`src/hw/rtl/maq_pkg.sv`:
```
`timescale 1ns / 1ps
`default_nettype none
// ----------------------------------------------------------------------------
// Mail address quoter package
// Shared types, byte constants, character classes and the microcode ROM.
// ----------------------------------------------------------------------------
package maq_pkg;

   // Default number of address bytes kept in the buffer.
   localparam int MAX_LEN_DEF = 31;

   // Byte values that the quoter recognizes or produces.
   localparam logic [7:0] CH_QUOTE     = 8'h22;
   localparam logic [7:0] CH_BACKSLASH = 8'h5C;
   localparam logic [7:0] CH_LT        = 8'h3C;
   localparam logic [7:0] CH_GT        = 8'h3E;
   localparam logic [7:0] CH_LPAREN    = 8'h28;
   localparam logic [7:0] CH_RPAREN    = 8'h29;
   localparam logic [7:0] CH_SPACE     = 8'h20;
   localparam logic [7:0] CH_TAB       = 8'h09;
   localparam logic [7:0] CH_CR        = 8'h0D;

   // Payload of one input item.
   typedef struct packed {
      logic [7:0] in_byte;
      logic       in_last;
   } req_payload_type;

   // Payload of one result item.
   typedef struct packed {
      logic [7:0] out_byte;
      logic       out_last;
      logic       was_quoted;
      logic       overflowed;
   } rsp_payload_type;

   // Microprogram step addresses.
   typedef enum logic [3:0] {
      STEP_COLLECT,
      STEP_FETCH,
      STEP_OPEN,
      STEP_CHECK,
      STEP_ESCAPE,
      STEP_DATA,
      STEP_TAIL,
      STEP_CLOSE,
      STEP_FINISH
   } step_type;

   // Jump conditions tested by the sequencer.
   typedef enum logic [2:0] {
      COND_ALWAYS,
      COND_ACC_LAST,
      COND_QUOTED,
      COND_ESCAPE,
      COND_AT_END
   } cond_type;

   // Source of the byte loaded into the output register.
   typedef enum logic [1:0] {
      EMIT_NONE,
      EMIT_QUOTE,
      EMIT_BACKSLASH,
      EMIT_DATA
   } emit_type;

   // One control word of the microprogram.
   typedef struct packed {
      logic     take_req;
      logic     rd_start;
      logic     advance;
      logic     clear;
      emit_type emit;
      logic     close;
      cond_type cond;
      step_type jump_t;
      step_type jump_f;
   } ctrl_type;

   // Datapath status seen by the sequencer.
   typedef struct packed {
      logic acc_last;
      logic quoted;
      logic escape;
      logic at_end;
      logic slot_free;
   } status_type;

   // Bytes that must be escaped inside a quoted address.
   function automatic logic is_special(input logic [7:0] c);
      return c inside {CH_QUOTE, CH_BACKSLASH, CH_LT, CH_GT, CH_LPAREN, CH_RPAREN};
   endfunction

   // Whitespace in the sense of the C isspace class.
   function automatic logic is_white(input logic [7:0] c);
      return c inside {CH_SPACE, [CH_TAB:CH_CR]};
   endfunction

   // Microcode ROM: one control word per step.
   function automatic ctrl_type ucode_rom(input step_type s);
      ctrl_type w;
      w.take_req = 1'b0;
      w.rd_start = 1'b0;
      w.advance  = 1'b0;
      w.clear    = 1'b0;
      w.emit     = EMIT_NONE;
      w.close    = 1'b0;
      w.cond     = COND_ALWAYS;
      w.jump_t   = STEP_COLLECT;
      w.jump_f   = STEP_COLLECT;
      case (s)
         STEP_COLLECT: begin
            w.take_req = 1'b1;
            w.cond     = COND_ACC_LAST;
            w.jump_t   = STEP_FETCH;
            w.jump_f   = STEP_COLLECT;
         end
         STEP_FETCH: begin
            w.rd_start = 1'b1;
            w.cond     = COND_QUOTED;
            w.jump_t   = STEP_OPEN;
            w.jump_f   = STEP_CHECK;
         end
         STEP_OPEN: begin
            w.emit   = EMIT_QUOTE;
            w.jump_t = STEP_CHECK;
         end
         STEP_CHECK: begin
            w.cond   = COND_ESCAPE;
            w.jump_t = STEP_ESCAPE;
            w.jump_f = STEP_DATA;
         end
         STEP_ESCAPE: begin
            w.emit   = EMIT_BACKSLASH;
            w.jump_t = STEP_DATA;
         end
         STEP_DATA: begin
            w.emit    = EMIT_DATA;
            w.advance = 1'b1;
            w.cond    = COND_AT_END;
            w.jump_t  = STEP_TAIL;
            w.jump_f  = STEP_CHECK;
         end
         STEP_TAIL: begin
            w.cond   = COND_QUOTED;
            w.jump_t = STEP_CLOSE;
            w.jump_f = STEP_FINISH;
         end
         STEP_CLOSE: begin
            w.emit   = EMIT_QUOTE;
            w.close  = 1'b1;
            w.jump_t = STEP_FINISH;
         end
         STEP_FINISH: begin
            w.clear  = 1'b1;
            w.jump_t = STEP_COLLECT;
         end
         default: begin
            w.clear  = 1'b1;
            w.jump_t = STEP_COLLECT;
         end
      endcase
      return w;
   endfunction

endpackage
`default_nettype wire

```
`src/hw/rtl/maq_stream_if.sv`:
```
`timescale 1ns / 1ps
`default_nettype none
// ----------------------------------------------------------------------------
// Mail address quoter stream interface
// Valid/ready channel carrying one payload item per handshake.
// ----------------------------------------------------------------------------
interface maq_stream_if #(
   parameter type payload_type = logic [7:0]
) ();

   logic        valid;
   logic        ready;
   payload_type payload;

   modport source (output valid, output payload, input ready);
   modport sink   (input valid, input payload, output ready);

endinterface
`default_nettype wire

```
`src/hw/rtl/maq_sequencer.sv`:
```
`timescale 1ns / 1ps
`default_nettype none
// ----------------------------------------------------------------------------
// Mail address quoter sequencer
// Step counter over the microcode ROM with conditional jumps and stall hold.
// ----------------------------------------------------------------------------
module maq_sequencer (
   input  logic                clock,
   input  logic                reset,
   input  maq_pkg::status_type status,
   output maq_pkg::ctrl_type   ctrl
);
   import maq_pkg::*;

   step_type step_ff;
   step_type step_in;
   ctrl_type word;
   logic     hold;
   logic     cond_true;

   // Fetch the control word and decide whether the output slot stalls it.
   always_comb begin
      word = ucode_rom(step_ff);
      hold = (word.emit != EMIT_NONE) && !status.slot_free;
   end

   // Evaluate the jump condition of the current word.
   always_comb begin
      case (word.cond)
         COND_ALWAYS:   cond_true = 1'b1;
         COND_ACC_LAST: cond_true = status.acc_last;
         COND_QUOTED:   cond_true = status.quoted;
         COND_ESCAPE:   cond_true = status.escape;
         COND_AT_END:   cond_true = status.at_end;
         default:       cond_true = 1'b1;
      endcase
   end

   // Next step: hold on a stall, otherwise take the selected jump.
   always_comb begin
      if (hold) begin
         step_in = step_ff;
      end else if (cond_true) begin
         step_in = word.jump_t;
      end else begin
         step_in = word.jump_f;
      end
   end

   // Control outputs: a stalled step performs no datapath action.
   always_comb begin
      ctrl = word;
      if (hold) begin
         ctrl.emit    = EMIT_NONE;
         ctrl.advance = 1'b0;
         ctrl.close   = 1'b0;
      end
   end

   // Step counter.
   always_ff @(posedge clock) begin
      if (reset) begin
         step_ff <= STEP_COLLECT;
      end else begin
         step_ff <= step_in;
      end
   end

endmodule
`default_nettype wire

```
`src/hw/rtl/maq_datapath.sv`:
```
`timescale 1ns / 1ps
`default_nettype none
// ----------------------------------------------------------------------------
// Mail address quoter datapath
// Address buffer, byte count, quoting and overflow flags, and output register.
// ----------------------------------------------------------------------------
module maq_datapath #(
   parameter int MAX_LEN = maq_pkg::MAX_LEN_DEF
) (
   input  logic                clock,
   input  logic                reset,
   input  maq_pkg::ctrl_type   ctrl,
   output maq_pkg::status_type status,
   maq_stream_if.sink          req,
   maq_stream_if.source        rsp
);
   import maq_pkg::*;

   localparam int CNT_W = $clog2(MAX_LEN + 1);
   localparam int IDX_W = (MAX_LEN > 1) ? $clog2(MAX_LEN) : 1;
   localparam logic [CNT_W-1:0] FULL = CNT_W'(MAX_LEN);

   logic [7:0]       mem [MAX_LEN];
   logic [CNT_W-1:0] count_ff, count_in;
   logic             quoted_ff, quoted_in;
   logic             over_ff, over_in;
   logic [CNT_W-1:0] rd_ptr_ff, rd_ptr_in;
   logic [CNT_W-1:0] ptr_next;
   logic [7:0]       rd_data_ff;
   logic             rd_en;
   logic [CNT_W-1:0] rd_addr;
   logic             rsp_valid_ff, rsp_valid_in;
   rsp_payload_type  rsp_pl_ff, rsp_pl_in;
   logic             accept;
   logic             is_full;
   logic             at_end;
   logic [7:0]       in_b;

   assign in_b     = req.payload.in_byte;
   assign accept   = req.valid && ctrl.take_req;
   assign is_full  = (count_ff == FULL);
   assign ptr_next = rd_ptr_ff + CNT_W'(1);
   assign at_end   = (ptr_next == count_ff);

   // Handshake and status toward the sequencer.
   assign req.ready        = ctrl.take_req;
   assign rsp.valid        = rsp_valid_ff;
   assign rsp.payload      = rsp_pl_ff;
   assign status.acc_last  = accept && req.payload.in_last;
   assign status.quoted    = quoted_ff;
   assign status.escape    = quoted_ff && is_special(rd_data_ff);
   assign status.at_end    = at_end;
   assign status.slot_free = !rsp_valid_ff || rsp.ready;

   // Count and flags while collecting; cleared at the end of a run.
   always_comb begin
      count_in  = count_ff;
      quoted_in = quoted_ff;
      over_in   = over_ff;
      rd_ptr_in = rd_ptr_ff;
      if (ctrl.clear) begin
         count_in  = '0;
         quoted_in = 1'b0;
         over_in   = 1'b0;
         rd_ptr_in = '0;
      end else begin
         if (accept) begin
            if (is_full) begin
               over_in = 1'b1;
            end else begin
               count_in = count_ff + CNT_W'(1);
               if (is_special(in_b) || is_white(in_b)) begin
                  quoted_in = 1'b1;
               end
            end
         end
         if (ctrl.advance) begin
            rd_ptr_in = ptr_next;
         end
      end
   end

   // Buffer read address: first entry on start, the next entry on advance.
   always_comb begin
      rd_en   = ctrl.rd_start || (ctrl.advance && !at_end);
      rd_addr = ctrl.rd_start ? rd_ptr_ff : ptr_next;
   end

   // Output register load.
   always_comb begin
      rsp_pl_in = rsp_pl_ff;
      if (ctrl.emit != EMIT_NONE) begin
         rsp_valid_in = 1'b1;
      end else if (rsp.ready) begin
         rsp_valid_in = 1'b0;
      end else begin
         rsp_valid_in = rsp_valid_ff;
      end
      case (ctrl.emit)
         EMIT_QUOTE:     rsp_pl_in.out_byte = CH_QUOTE;
         EMIT_BACKSLASH: rsp_pl_in.out_byte = CH_BACKSLASH;
         EMIT_DATA:      rsp_pl_in.out_byte = rd_data_ff;
         default:        rsp_pl_in.out_byte = rsp_pl_ff.out_byte;
      endcase
      if (ctrl.emit != EMIT_NONE) begin
         rsp_pl_in.out_last   = ctrl.close ||
                                ((ctrl.emit == EMIT_DATA) && !quoted_ff && at_end);
         rsp_pl_in.was_quoted = quoted_ff;
         rsp_pl_in.overflowed = over_ff;
      end
   end

   // Address buffer: one write port, one registered read port.
   always_ff @(posedge clock) begin
      if (accept && !is_full) begin
         mem[count_ff[IDX_W-1:0]] <= in_b;
      end
      if (rd_en) begin
         rd_data_ff <= mem[rd_addr[IDX_W-1:0]];
      end
   end

   // Payload register.
   always_ff @(posedge clock) begin
      rsp_pl_ff <= rsp_pl_in;
   end

   // Control registers.
   always_ff @(posedge clock) begin
      if (reset) begin
         count_ff     <= '0;
         quoted_ff    <= 1'b0;
         over_ff      <= 1'b0;
         rd_ptr_ff    <= '0;
         rsp_valid_ff <= 1'b0;
      end else begin
         count_ff     <= count_in;
         quoted_ff    <= quoted_in;
         over_ff      <= over_in;
         rd_ptr_ff    <= rd_ptr_in;
         rsp_valid_ff <= rsp_valid_in;
      end
   end

   // A dropped byte can only happen once the buffer is full.
   a_over_full: assert property (@(posedge clock) disable iff (reset)
      over_ff |-> (count_ff == FULL))
      else $error("overflow flag set while buffer not full");

   // The read pointer never passes the number of kept bytes.
   a_ptr_bound: assert property (@(posedge clock) disable iff (reset)
      rd_ptr_ff <= count_ff)
      else $error("read pointer beyond kept bytes");

   // Items are only taken while no run is being read out.
   a_accept_idle: assert property (@(posedge clock) disable iff (reset)
      accept |-> (rd_ptr_ff == '0))
      else $error("input item accepted during emission");

   // The final byte of a quoted run is the closing quote.
   a_close_quote: assert property (@(posedge clock) disable iff (reset)
      (rsp_valid_ff && rsp_pl_ff.out_last && rsp_pl_ff.was_quoted)
         |-> (rsp_pl_ff.out_byte == CH_QUOTE))
      else $error("quoted run does not end in a quote");

endmodule
`default_nettype wire

```
`src/hw/rtl/mail_address_quoter.sv`:
```
`timescale 1ns / 1ps
`default_nettype none
// ----------------------------------------------------------------------------
// Mail address quoter
// Buffers a mail address and emits it raw or as an escaped quoted string.
// ----------------------------------------------------------------------------
// Each non-final address byte is accepted while the block collects. On the
// byte marked last the block stops accepting and plays the buffered address
// out, one byte per result item: a buffer fetch step, then the opening quote
// if quoted, a check step and a data step per kept byte with an escape step
// before each escaped byte, then the tail check, the closing quote if quoted
// and the final clear; the result side can stall any step that emits a byte.
// This order comes from the step sequence of the microcode ROM and the
// single registered read port of the address buffer.
// Only the first MAX_LEN bytes of an address are kept; later bytes are
// dropped and every result of that run carries the overflowed flag.
// ----------------------------------------------------------------------------
module mail_address_quoter #(
   parameter int MAX_LEN = maq_pkg::MAX_LEN_DEF
) (
   input  logic         clock,
   input  logic         reset,
   maq_stream_if.sink   req,
   maq_stream_if.source rsp
);
   import maq_pkg::*;

   ctrl_type   ctrl;
   status_type status;

   // Microcode step counter and ROM.
   maq_sequencer u_sequencer (
      .clock  (clock),
      .reset  (reset),
      .status (status),
      .ctrl   (ctrl)
   );

   // Buffer, flags and output register.
   maq_datapath #(
      .MAX_LEN (MAX_LEN)
   ) u_datapath (
      .clock  (clock),
      .reset  (reset),
      .ctrl   (ctrl),
      .status (status),
      .req    (req),
      .rsp    (rsp)
   );

endmodule
`default_nettype wire

```
`src/flat_wrapper.sv`:
```
// flat-port wrapper written by rule: the top's interface ports become plain ports
module mail_address_quoter_flat import maq_pkg::*;
#(
   parameter int MAX_LEN = maq_pkg::MAX_LEN_DEF
)
  (clock, reset, req_valid, req_payload, req_ready, rsp_valid, rsp_payload, rsp_ready);
  maq_stream_if #(.payload_type(req_payload_type)) req_i ();
  maq_stream_if #(.payload_type(rsp_payload_type)) rsp_i ();
  input  logic clock;
  input  logic reset;
  input wire logic [$bits(req_i.valid)-1:0] req_valid;
  input wire logic [$bits(req_i.payload)-1:0] req_payload;
  output wire logic [$bits(req_i.ready)-1:0] req_ready;
  output wire logic [$bits(rsp_i.valid)-1:0] rsp_valid;
  output wire logic [$bits(rsp_i.payload)-1:0] rsp_payload;
  input wire logic [$bits(rsp_i.ready)-1:0] rsp_ready;
  assign req_i.valid = req_valid;
  assign req_i.payload = req_payload;
  assign req_ready = req_i.ready;
  assign rsp_valid = rsp_i.valid;
  assign rsp_payload = rsp_i.payload;
  assign rsp_i.ready = rsp_ready;
  mail_address_quoter #(.MAX_LEN(MAX_LEN)) u_core (.clock(clock), .reset(reset), .req(req_i), .rsp(rsp_i));
endmodule
```
`config.mk`:
```
export PLATFORM = sky130hd
export DESIGN_NAME = mail_address_quoter_flat
export DESIGN_NICKNAME = d
export VERILOG_FILES = /design/src/hw/rtl/maq_pkg.sv /design/src/hw/rtl/maq_stream_if.sv /design/src/hw/rtl/maq_sequencer.sv /design/src/hw/rtl/maq_datapath.sv /design/src/hw/rtl/mail_address_quoter.sv /design/src/flat_wrapper.sv
export SDC_FILE = /design/constraint.sdc
export NUM_CORES = 1
export LEC_CHECK = 0
export BUFFER_PORTS_ARGS = -buffer_cell sky130_fd_sc_hd__buf_2
export CAP_MARGIN = 20
export CORE_MARGIN = 2
export CORE_UTILIZATION = 40
export CTS_BUF_LIST = sky130_fd_sc_hd__clkbuf_8 sky130_fd_sc_hd__clkbuf_16
export CTS_CLUSTER_DIAMETER = 40
export DETAILED_ROUTE_END_ITERATION = 6
export GPL_TIMING_DRIVEN = 0
export HOLD_SLACK_MARGIN = 0.1
export SYNTH_ARGS = -nofsm -noshare
export SYNTH_HDL_FRONTEND = slang
export SYNTH_SLANG_ARGS = --single-unit
```
`constraint.sdc`:
```
create_clock -name clock -period 2.4 [get_ports clock]
set_input_delay 0.12 -clock clock [delete_from_list [all_inputs] [get_ports clock]]
set_output_delay 0.12 -clock clock [all_outputs]
set_load 0.005 [all_outputs]
```
==> results of run 1 <==
[path summary, 6_finish.rpt]
path	startpoint	slack (ns)	to	cells after the start
setup / recovery	u_core.u_sequencer.step_ff[3]$_SDFFE_PP0N_	-0.45	u_core.u_datapath.rd_data_ff[5]$_DFFE_PP_	9
hold / removal	req_payload[0]	0.15	u_core.u_sequencer.step_ff[3]$_SDFFE_PP0N_	4
setup reg to reg	u_core.u_sequencer.step_ff[3]$_SDFFE_PP0N_	-0.45	u_core.u_datapath.rd_data_ff[5]$_DFFE_PP_	9
hold reg to reg	u_core.u_datapath.over_ff$_SDFFE_PP0P_	0.45	u_core.u_datapath.rsp.payload[0]$_DFFE_PP_	0
[layout make-up]
cell class | instances | area (um^2)
flip-flops and latches | 284 | 8370
fillers | 2557 | 14600
clock inverters | 33 | 303
well taps | 442 | 553
repair buffers | 97 | 1040
diodes | 1 | 2.50
plain buffers | 91 | 688
multi-input cells | 594 | 5760
clock buffers | 44 | 1090
inverters | 9 | 33.8
[Yosys cell counts (6+ instances only)]
library cell,instances
a211oi_1,12
a21oi_1,23
a221oi_1,24
a311oi_1,21
buf_2,23
clkbuf_1,59
dfxtp_1,17
edfxtp_1,267
ha_1,6
inv_1,8
mux2i_1,36
mux4_2,8
nand2_1,30
nand3b_1,6
nor2_1,64
nor3_1,15
nor4_1,13
o21ai_0,49
o221ai_1,152
o22ai_1,52
xnor2_1,8
xor2_1,6
[metrics by stage]
stage	TNS, ns	utilization (%)	hold WS (ns)
2_1_floorplan	-7.48	-	0.189
3_3_place_gp	-223.96	42.7	0.327
3_5_place_dp	-219.51	42.7	0.325
4_1_cts	-2.81	52.8	0.149
5_1_grt	-9.13	54.9	0.199
6_report	-3.01	55.0	0.153
[cells in the final DEF, fill, tap and decap left out, types with 6 or more instances in the layout]
cell type	netlist	layout
a221oi_2	0	10
inv_1	8	14
clkbuf_2	0	21
buf_6	4	10
a221oi_4	0	14
o22ai_1	52	52
nand3b_1	6	6
o21ai_2	0	7
clkinv_2	0	8
o221ai_1	152	112
nor4_4	0	8
mux4_2	8	8
nand2_1	30	25
dfxtp_1	17	14
nor3_1	15	8
edfxtp_1	267	267
clkbuf_4	0	8
buf_2	23	34
buf_12	0	25
o21ai_0	49	19
xnor2_1	8	8
nor3_2	0	7
a211oi_1	12	7
clkbuf_16	0	44
nor2_1	64	32
a311oi_2	1	16
buf_4	5	48
o21ai_1	0	23
a21oi_1	23	20
buf_8	0	10
mux2i_1	36	36
clkbuf_1	59	20
o221ai_2	4	39
nor2_4	0	32
[power by group]
group | total [uW] | switching [uW] | internal [uW]
clock | 6070 | 2310 | 3760
sequential | 5600 | 67.1 | 5540
combinational | 1840 | 1110 | 735
total | 13500 | 3480 | 10000
[cells by family (layout without fill, tap and decap cells)]
group | after synthesis | count (layout) | share of synthesized area (%)
mux | 48 | 48 | 4.45
compound gates | 361 | 361 | 20.9
other cells | 0 | 1 | 0
xor+xnor | 15 | 15 | 1.05
flops | 284 | 284 | 63.4
fa+ha+maj | 6 | 6 | 0.570
buf+inv | 103 | 274 | 3.52
simple gates | 164 | 164 | 6.06
[per-layer routing]
layer / vias to the layer above / share of wire, %
li1: 4466 / -
met1: 5275 / 40
met2: 602 / 46
met3: 105 / 9.5
met4: 2 / 3.6
met5: - / 0.030
[flip-flops by register name (all words and copies together) (netlist names)]
name	cells
u_core.u_datapath.count_ff	5
u_core.u_datapath.mem	248
u_core.u_datapath.over_ff	1
u_core.u_datapath.quoted_ff	1
u_core.u_datapath.rd_data_ff	8
u_core.u_datapath.rd_ptr_ff	5
u_core.u_datapath.rsp.payload	11
u_core.u_datapath.rsp.valid	1
u_core.u_sequencer.step_ff	4
[what timing repair did]
action	in CTS	in global routing
gates resized for setup	303	109
pin swaps	60	57
endpoints found under the hold margin	6	0
cloned	4	1
setup buffers	39	24
hold buffers	4	0
endpoints found under the setup margin	257	228
[critical path, stage by stage, from the launching register on]
cell	delay [ns]
dfxtp_4	0.35
or4b_4	0.60
buf_6	0.17
nand2_8	0.15
buf_12	0.13
buf_16	0.10
o221ai_2	0.10
a221oi_2	0.47
a311oi_2	0.12
nor4_4	0.42
==> results.toml, run 1 <==
[placement]
post_dp_cell_area_um2 = 13900
place_ws_ns = -1.26
dp.final_hpwl_mm = 25.9
port_buffers = 25
globalplace.congestion = 0.957
dp.cells = 1448

[sta]
fin_worst_skew_ns = 0.0138
finalHoldViolations = 0
fin_crit_sh_pct = 119
setup_viol = 8
relSlewSlack_pct = 40.0
rsz0062_at_grt = "yes"
setup_ws_ns = -0.447
worst_pin_slew_ns = 0.900
period_needed_ns = 2.85
fmaxAchievable_mhz = 351
slew_viol_final = 0

[route]
wl_per_cell_um = 27.1
drt_iter0_markers = 1251
drc = 0
viasPerCell = 6.55
ant_nets = 0
vias = 10450
dr.pass1.iters = 7
routed_wl_mm = 43.3

[logic_synthesis]
ys_warn_count = 0
syn_inst = 981
synth_top_cell_area_share_pct = 60.9
syn_area_um2 = 13200
synth.area.top_cells = "edfxtp_1 (61%), o221ai_1 (10%), mux2i_1 (2.7%), dfxtp_1 (2.6%), o22ai_1 (2.5%)"
async_flop_share_pct = 0
synth_fp_nets = 1000
seq_area_frac_synth_pct = 63.4
ys.flop_type = "edfxtp_1"
ys_seq_elements = 284
synth_largest_area_cell = "edfxtp_1"
synth_cell_types = 58
synth_edf_count = 267
synth.avg_cell_area_um2 = 13.4

[global_routing]
grt_use_met1_pct = 33.3
antenna_found_initial = 1
grt_overflow_total = 0
grt_pass1_vias = 9956
grt_max_degree = 37
grt_pass1_wl_mm = 62.9
grt_use_met2_pct = 38.8
grt_use_met3_pct = 5.83
grt_use_total_pct = 24.8
top_usage_layer = "met2"

[worst_setup_path]
cp-start-kind = "flip-flop"
path_class = "reg -> reg"
endpoint_kind = "flip-flop"
cp.required_ns = 2.70
cp_max_fo = 8
arrival_ns = 3.14

[layout]
syn2layout_area_growth_pct = 35.4
finalNonFillerCells = 1595
nets = 1138
layout-drive-gt1-share_pct = 36.8
fin_area_um2 = 17800

[power]
leakage_uw = 0.00540
power_density_nw_per_um2 = 758
total_power_uw = 13500
irDropWorstVdd_mv = 0.406

[cts]
cts_tree = "done"
root_buffer = "clkbuf_16"
htree_levels = 2
clk_pin_slew_ns = 0.05
cts_buffer_depth = 3
clk_latency_ns = 0.54
cts_buffers = 42
cts_sinks = 284

[status]
status = "finished, violations left"
violations = "setup timing"

[floorplanning]
die_w_um = 185
pin_count = 26
rows = 66
start_util_pct = 40.6
fp.dieH_um = 185
dieArea_um2 = 34400
coreArea_um2 = 32500

[min_path]
hold_path.class = "in -> reg"

[flow_run]
cap_violations = 0
(Power assumes the default switching activity.)
==> run 2, diff against run 1 <==
==> constraint.sdc (replaced) <==
create_clock -name clock -period 2.4 [get_ports clock]
set_input_delay 0.12 -clock clock [delete_from_list [all_inputs] [get_ports clock]]
set_output_delay 0.12 -clock clock [all_outputs]
set_load 0.05 [all_outputs]
==> run 2 against run 1 <==
The run still ends with setup timing left. Via count shrank 1.6%. Utilization decreased by 0.19 points. Routed wire length down 0.18%. Hold slack better by 0.018 ns. Die area unchanged. Sequential share of layout area rose by 0.16 points. Clock power up 3.8%. Non-clock buffer count fell by 14. Sequential power about the same. Clock-buffer cell count rose by 1. Critical endpoint is now u_core.u_datapath.rd_data_ff[2]$_DFFE_PP_. Largest power group unchanged.
==> results.toml, run 2 (synthesis results as in run 1) <==
[floorplanning]
coreArea_um2 = 32500
rows = 66
die_w_um = 185
fp.dieH_um = 185
start_util_pct = 40.6
pin_count = 26
dieArea_um2 = 34400

[sta]
slew_viol_final = 0
setup_ws_ns = -0.394
setup_viol = 8
setup_tns_ns = -2.91
fin_hold_ws_ns = 0.171
worst_pin_slew_ns = 0.902
fmaxAchievable_mhz = 358
relSlewSlack_pct = 39.9
fin_worst_skew_ns = 0.0176
rsz0062_at_grt = "yes"
period_needed_ns = 2.79
fin_crit_sh_pct = 116
finalHoldViolations = 0

[worst_setup_path]
ff2ff_path_depth = 9
cpPeakStageDelay_ns = 0.60
reg2reg_from = "u_core.u_sequencer.step_ff[1]$_SDFFE_PP0N_"
path_class = "reg -> reg"
arrival_ns = 3.08
cp_max_fo = 5
crit_top_cell = "buf_12"
cp.required_ns = 2.69
regToRegEndpoint = "u_core.u_datapath.rd_data_ff[2]$_DFFE_PP_"
cp_num_buf_inv = 3
crit_chain = "or4b_4, nand2b_4, buf_12, buf_12, buf_12, o221ai_2, a221oi_4, a311oi_1, nor4_2"
cp-start-kind = "flip-flop"
slowest_stage = "or4b_4"
endpoint_kind = "flip-flop"
r2r_slack_ns = -0.39
cp_top_family = "simple AND/OR/NAND/NOR gates"

[cts]
clk_pin_slew_ns = 0.05
cts_tree = "done"
cts_sinks = 284
cts_buffer_depth = 3
htree_levels = 2
clk_latency_ns = 0.53
cts_buffers = 42
root_buffer = "clkbuf_16"

[placement]
dp.final_hpwl_mm = 26.4
globalplace.congestion = 0.956
port_buffers = 25
place_ws_ns = -1.43

[route]
drc = 0
dr.pass1.iters = 7
wl_per_cell_um = 27.3
viasPerCell = 6.51
drt_iter0_markers = 1332
ant_nets = 0
routed_wl_mm = 43.2
vias = 10283

[global_routing]
grt_pass1_wl_mm = 62.7
grt_use_total_pct = 24.9
grt_max_degree = 37
grt_overflow_total = 0
grt_pass1_vias = 9972
antenna_found_initial = 2

[layout]
largest_reg_flops = 248
layout_common_cells = "edfxtp_1 (267), o221ai_1 (115), o22ai_1 (51)"
final_util_pct = 54.8
syn2layout_area_growth_pct = 34.9
final_common_cell = "edfxtp_1"
nets = 1124
layout-drive-gt1-share_pct = 36.7

[min_path]
hold_path.class = "in -> reg"
holdPathEnd = "u_core.u_sequencer.step_ff[3]$_SDFFE_PP0N_"
holdCritStartpoint = "req_payload[0]"
hold_depth = 4

[status]
violations = "setup timing"
status = "finished, violations left"

[power]
leakage_uw = 0.00532
power_density_nw_per_um2 = 786
irDropWorstVdd_mv = 0.428
total_power_uw = 14000

[flow_run]
cap_violations = 0
==> run 2: how the worst max path moves through the flow <==
| stage | from | to | cells past startpoint |
|---|---|---|---|
| after detailed placement | u_core.u_sequencer.step_ff[1]$_SDFFE_PP0N_ | u_core.u_datapath.rd_data_ff[3]$_DFFE_PP_ | 8 |
| after floorplan | u_core.u_sequencer.step_ff[3]$_SDFFE_PP0N_ | u_core.u_datapath.mem[22][0]$_DFFE_PP_ | 6 |
| final | u_core.u_sequencer.step_ff[1]$_SDFFE_PP0N_ | u_core.u_datapath.rd_data_ff[2]$_DFFE_PP_ | 9 |
| after CTS | u_core.u_sequencer.step_ff[1]$_SDFFE_PP0N_ | u_core.u_datapath.rd_data_ff[6]$_DFFE_PP_ | 10 |
| after global routing | u_core.u_sequencer.step_ff[1]$_SDFFE_PP0N_ | u_core.u_datapath.rd_data_ff[3]$_DFFE_PP_ | 9 |
| after global placement | u_core.u_sequencer.step_ff[0]$_SDFFE_PP0N_ | u_core.u_datapath.rd_data_ff[1]$_DFFE_PP_ | 9 |
==> run 2: cell type report <==
class / instances / area (um^2)
antenna: 1 / 2.50
buffer: 91 / 691
timing repair buffer: 83 / 842
inverter: 9 / 33.8
clock buffer: 45 / 1130
clock inverter: 31 / 333
sequential: 284 / 8370
multi-input combinational: 594 / 5820
fill: 2594 / 14700
tap: 442 / 553
==> run 2: routing by layer <==
| layer | share of wire (%) | vias to the layer above | global-route usage (%) |
|---|---|---|---|
| met4 | 3.7 | 2 | 9.52 |
| met5 | 0.042 | - | 0 |
| met2 | 47 | 568 | 39.5 |
| met3 | 10 | 111 | 6.03 |
| met1 | 40 | 5174 | 33.1 |
| li1 | - | 4428 | - |
==> run 2: what timing repair did <==
| item | in CTS | in global routing |
|---|---|---|
| pin swaps | 49 | 49 |
| endpoints found under the setup margin | 264 | 41 |
| hold buffers | 4 | 0 |
| setup buffers | 34 | 18 |
| cloned | 3 | 1 |
| endpoints found under the hold margin | 6 | 0 |
| gates resized for setup | 220 | 117 |
==> run 2: worst reg2reg max path, cell delays in order, from the launching register on <==
cell and delay [ns]:
dfxtp_4 0.35, or4b_4 0.60, nand2b_4 0.13, buf_12 0.12
buf_12 0.13, buf_12 0.13, o221ai_2 0.13, a221oi_4 0.43
a311oi_1 0.11, nor4_2 0.43
==> run 2: metrics by stage <==
| step | cell area (um^2) | instances |
|---|---|---|
| final | 17800 | 1580 |
| after global routing | 17800 | 1579 |
| after CTS | 17200 | 1563 |
| after detailed placement | 14200 | 1448 |
| after global placement | 14200 | 1448 |
| after floorplan | 13500 | 981 |
==> run 2: power by group <==
group / internal (uW) / leakage, uW / switching, uW
Clock: 3980 / 0.000715 / 2320
Sequential: 5540 / 0.00254 / 70.4
Combinational: 831 / 0.00207 / 1220
==> run 3, diff against run 2 <==
--- a/config.mk
+++ b/config.mk
@@ -5,13 +5,13 @@
 export SDC_FILE = /design/constraint.sdc
 export NUM_CORES = 1
 export LEC_CHECK = 0
-export BUFFER_PORTS_ARGS = -buffer_cell sky130_fd_sc_hd__buf_2
 export CAP_MARGIN = 20
 export CORE_MARGIN = 2
 export CORE_UTILIZATION = 40
 export CTS_BUF_LIST = sky130_fd_sc_hd__clkbuf_8 sky130_fd_sc_hd__clkbuf_16
 export CTS_CLUSTER_DIAMETER = 40
 export DETAILED_ROUTE_END_ITERATION = 6
+export DONT_BUFFER_PORTS = 1
 export GPL_TIMING_DRIVEN = 0
 export HOLD_SLACK_MARGIN = 0.1
 export SYNTH_ARGS = -nofsm -noshare
==> run 3 against run 2 <==
The flow still finishes with violations (setup timing). Global-route usage up 0.33 points. Final cell count down 0.44%. Clock-buffer cell count up 1. Routed wire length up 0.16%. Register-to-register slack about the same. Die area unchanged. Clock power about the same. Via count up 1.0%. Sequential share of layout area up 0.44 points. Sequential power up 0.7%.
==> results.toml, run 3 (synthesis results as in run 1) <==
[placement]
place_ws_ns = -1.32
dp.final_hpwl_mm = 26.0
port_buffers = 0
globalplace.congestion = 0.969

[layout]
nets = 1116
final_common_cell = "edfxtp_1"
layout-drive-gt1-share_pct = 32.8
largest_reg_flops = 248
multi_input_area_um2 = 5460
syn2layout_area_growth_pct = 33.7
regArea_um2 = 8370
layout_common_cells = "edfxtp_1 (267), o221ai_1 (140), o22ai_1 (52)"
n_fill_cell = 2581
final_util_pct = 54.2

[worst_setup_path]
cp.required_ns = 2.70
cp-start-kind = "flip-flop"
path_class = "reg -> reg"
endpoint_kind = "flip-flop"
regToRegEndpoint = "u_core.u_datapath.rd_data_ff[7]$_DFFE_PP_"
arrival_ns = 3.10
ff2ff_path_depth = 8
reg2reg_from = "u_core.u_sequencer.step_ff[1]$_SDFFE_PP0N_"
cp_max_fo = 7
r2r_slack_ns = -0.40

[floorplanning]
dieArea_um2 = 34400
die_w_um = 185
coreArea_um2 = 32500
start_util_pct = 40.6
pin_count = 26
rows = 66
fp.dieH_um = 185

[global_routing]
grt_use_total_pct = 25.2
antenna_found_initial = 3
grt_max_degree = 35
grt_pass1_wl_mm = 63.8
grt_overflow_total = 0
grt_pass1_vias = 9962

[status]
status = "finished, violations left"
violations = "setup timing"

[sta]
relSlewSlack_pct = 38.8
period_needed_ns = 2.80
setup_ws_ns = -0.396
worst_pin_slew_ns = 0.918
fin_worst_skew_ns = 0.0193
rsz0062_at_grt = "yes"
setup_viol = 260
fin_crit_sh_pct = 117
slew_viol_final = 0
finalHoldViolations = 0
fmaxAchievable_mhz = 358

[cts]
htree_levels = 2
cts_buffers = 42
cts_tree = "done"
clk_pin_slew_ns = 0.06
clk_latency_ns = 0.53
cts_sinks = 284
root_buffer = "clkbuf_16"
cts_buffer_depth = 3

[power]
leakage_uw = 0.00527
irDropWorstVdd_mv = 0.474
power_density_nw_per_um2 = 785

[min_path]
holdPathEnd = "u_core.u_datapath.quoted_ff$_SDFFE_PP0P_"
hold_path.class = "in -> reg"
hold_depth = 5
holdCritStartpoint = "req_payload[7]"

[route]
drc = 0
wl_per_cell_um = 27.5
dr.pass1.iters = 6
drt_iter0_markers = 1611
ant_nets = 0
vias = 10388
viasPerCell = 6.60
routed_wl_mm = 43.3

[flow_run]
cap_violations = 0
run 3: report_power, final:
part	leakage [uW]	internal [uW]	switching (uW)
combinational	0.00201	727	1110
clock	0.000714	3930	2390
sequential	0.00254	5530	120
run 3: cell type report:
cell class / instances / area share, %
flip-flops and latches: 284 / 47.5
multi-input cells: 594 / 31.0
clock buffers: 46 / 6.47
repair buffers: 74 / 6.29
plain buffers: 92 / 3.52
well taps: 442 / 3.14
clock inverters: 31 / 1.85
inverters: 9 / 0.192
diodes: 1 / 0.0142
run 3: per-layer routing:
metal	track usage, %	part of all wire, %	vias up
met2	38.4	46	619
li1	-	-	4416
met5	0	0	-
met3	4.56	9.1	113
met4	9.56	3.1	0
met1	35.9	42	5240
run 3: critical path: stages (launching register included):
cell and delay, ns:
dfxtp_4 0.36, or4b_4 0.61, nand2b_4 0.17, buf_12 0.17, buf_16 0.13, o221ai_4 0.11
a221oi_4 0.48, a311oi_2 0.11, nor4_4 0.43
run 3: how the worst max path moves through the flow:
stage / start / end / cells after the start
global route: u_core.u_sequencer.step_ff[1]$_SDFFE_PP0N_ / u_core.u_datapath.rd_data_ff[7]$_DFFE_PP_ / 8
CTS: u_core.u_sequencer.step_ff[3]$_SDFFE_PP0N_ / u_core.u_datapath.rd_data_ff[3]$_DFFE_PP_ / 9
global placement: u_core.u_sequencer.step_ff[1]$_SDFFE_PP0N_ / u_core.u_datapath.rd_data_ff[3]$_DFFE_PP_ / 8
floorplan: u_core.u_sequencer.step_ff[3]$_SDFFE_PP0N_ / u_core.u_datapath.mem[22][0]$_DFFE_PP_ / 6
finish: u_core.u_sequencer.step_ff[1]$_SDFFE_PP0N_ / u_core.u_datapath.rd_data_ff[7]$_DFFE_PP_ / 8
detailed placement: u_core.u_sequencer.step_ff[1]$_SDFFE_PP0N_ / u_core.u_datapath.rd_data_ff[7]$_DFFE_PP_ / 8
run 3: what timing repair did:
| item | in CTS | in global routing |
|---|---|---|
| buffers inserted | 43 | 6 |
| setup endpoints to repair | 278 | 272 |
| resized for setup | 186 | 105 |
| pin swaps | 67 | 48 |
| endpoints found under the hold margin | 257 | 0 |
| hold buffers | 21 | 0 |
| gates cloned | 3 | 1 |
run 3: metrics by stage:
stage	instances	TNS, ns	power (uW)	instance area, um^2	hold slack (ns)
final	1573	-43.87	13800	17600	0.122
after global routing	1573	-67.62	14200	17600	0.196
after CTS	1567	-57.54	13700	17300	0.109
after detailed placement	1423	-127.81	6910	14000	0.195
after global placement	1423	-127.51	6900	14000	0.191
after floorplan	981	-29.50	6530	13500	0.189
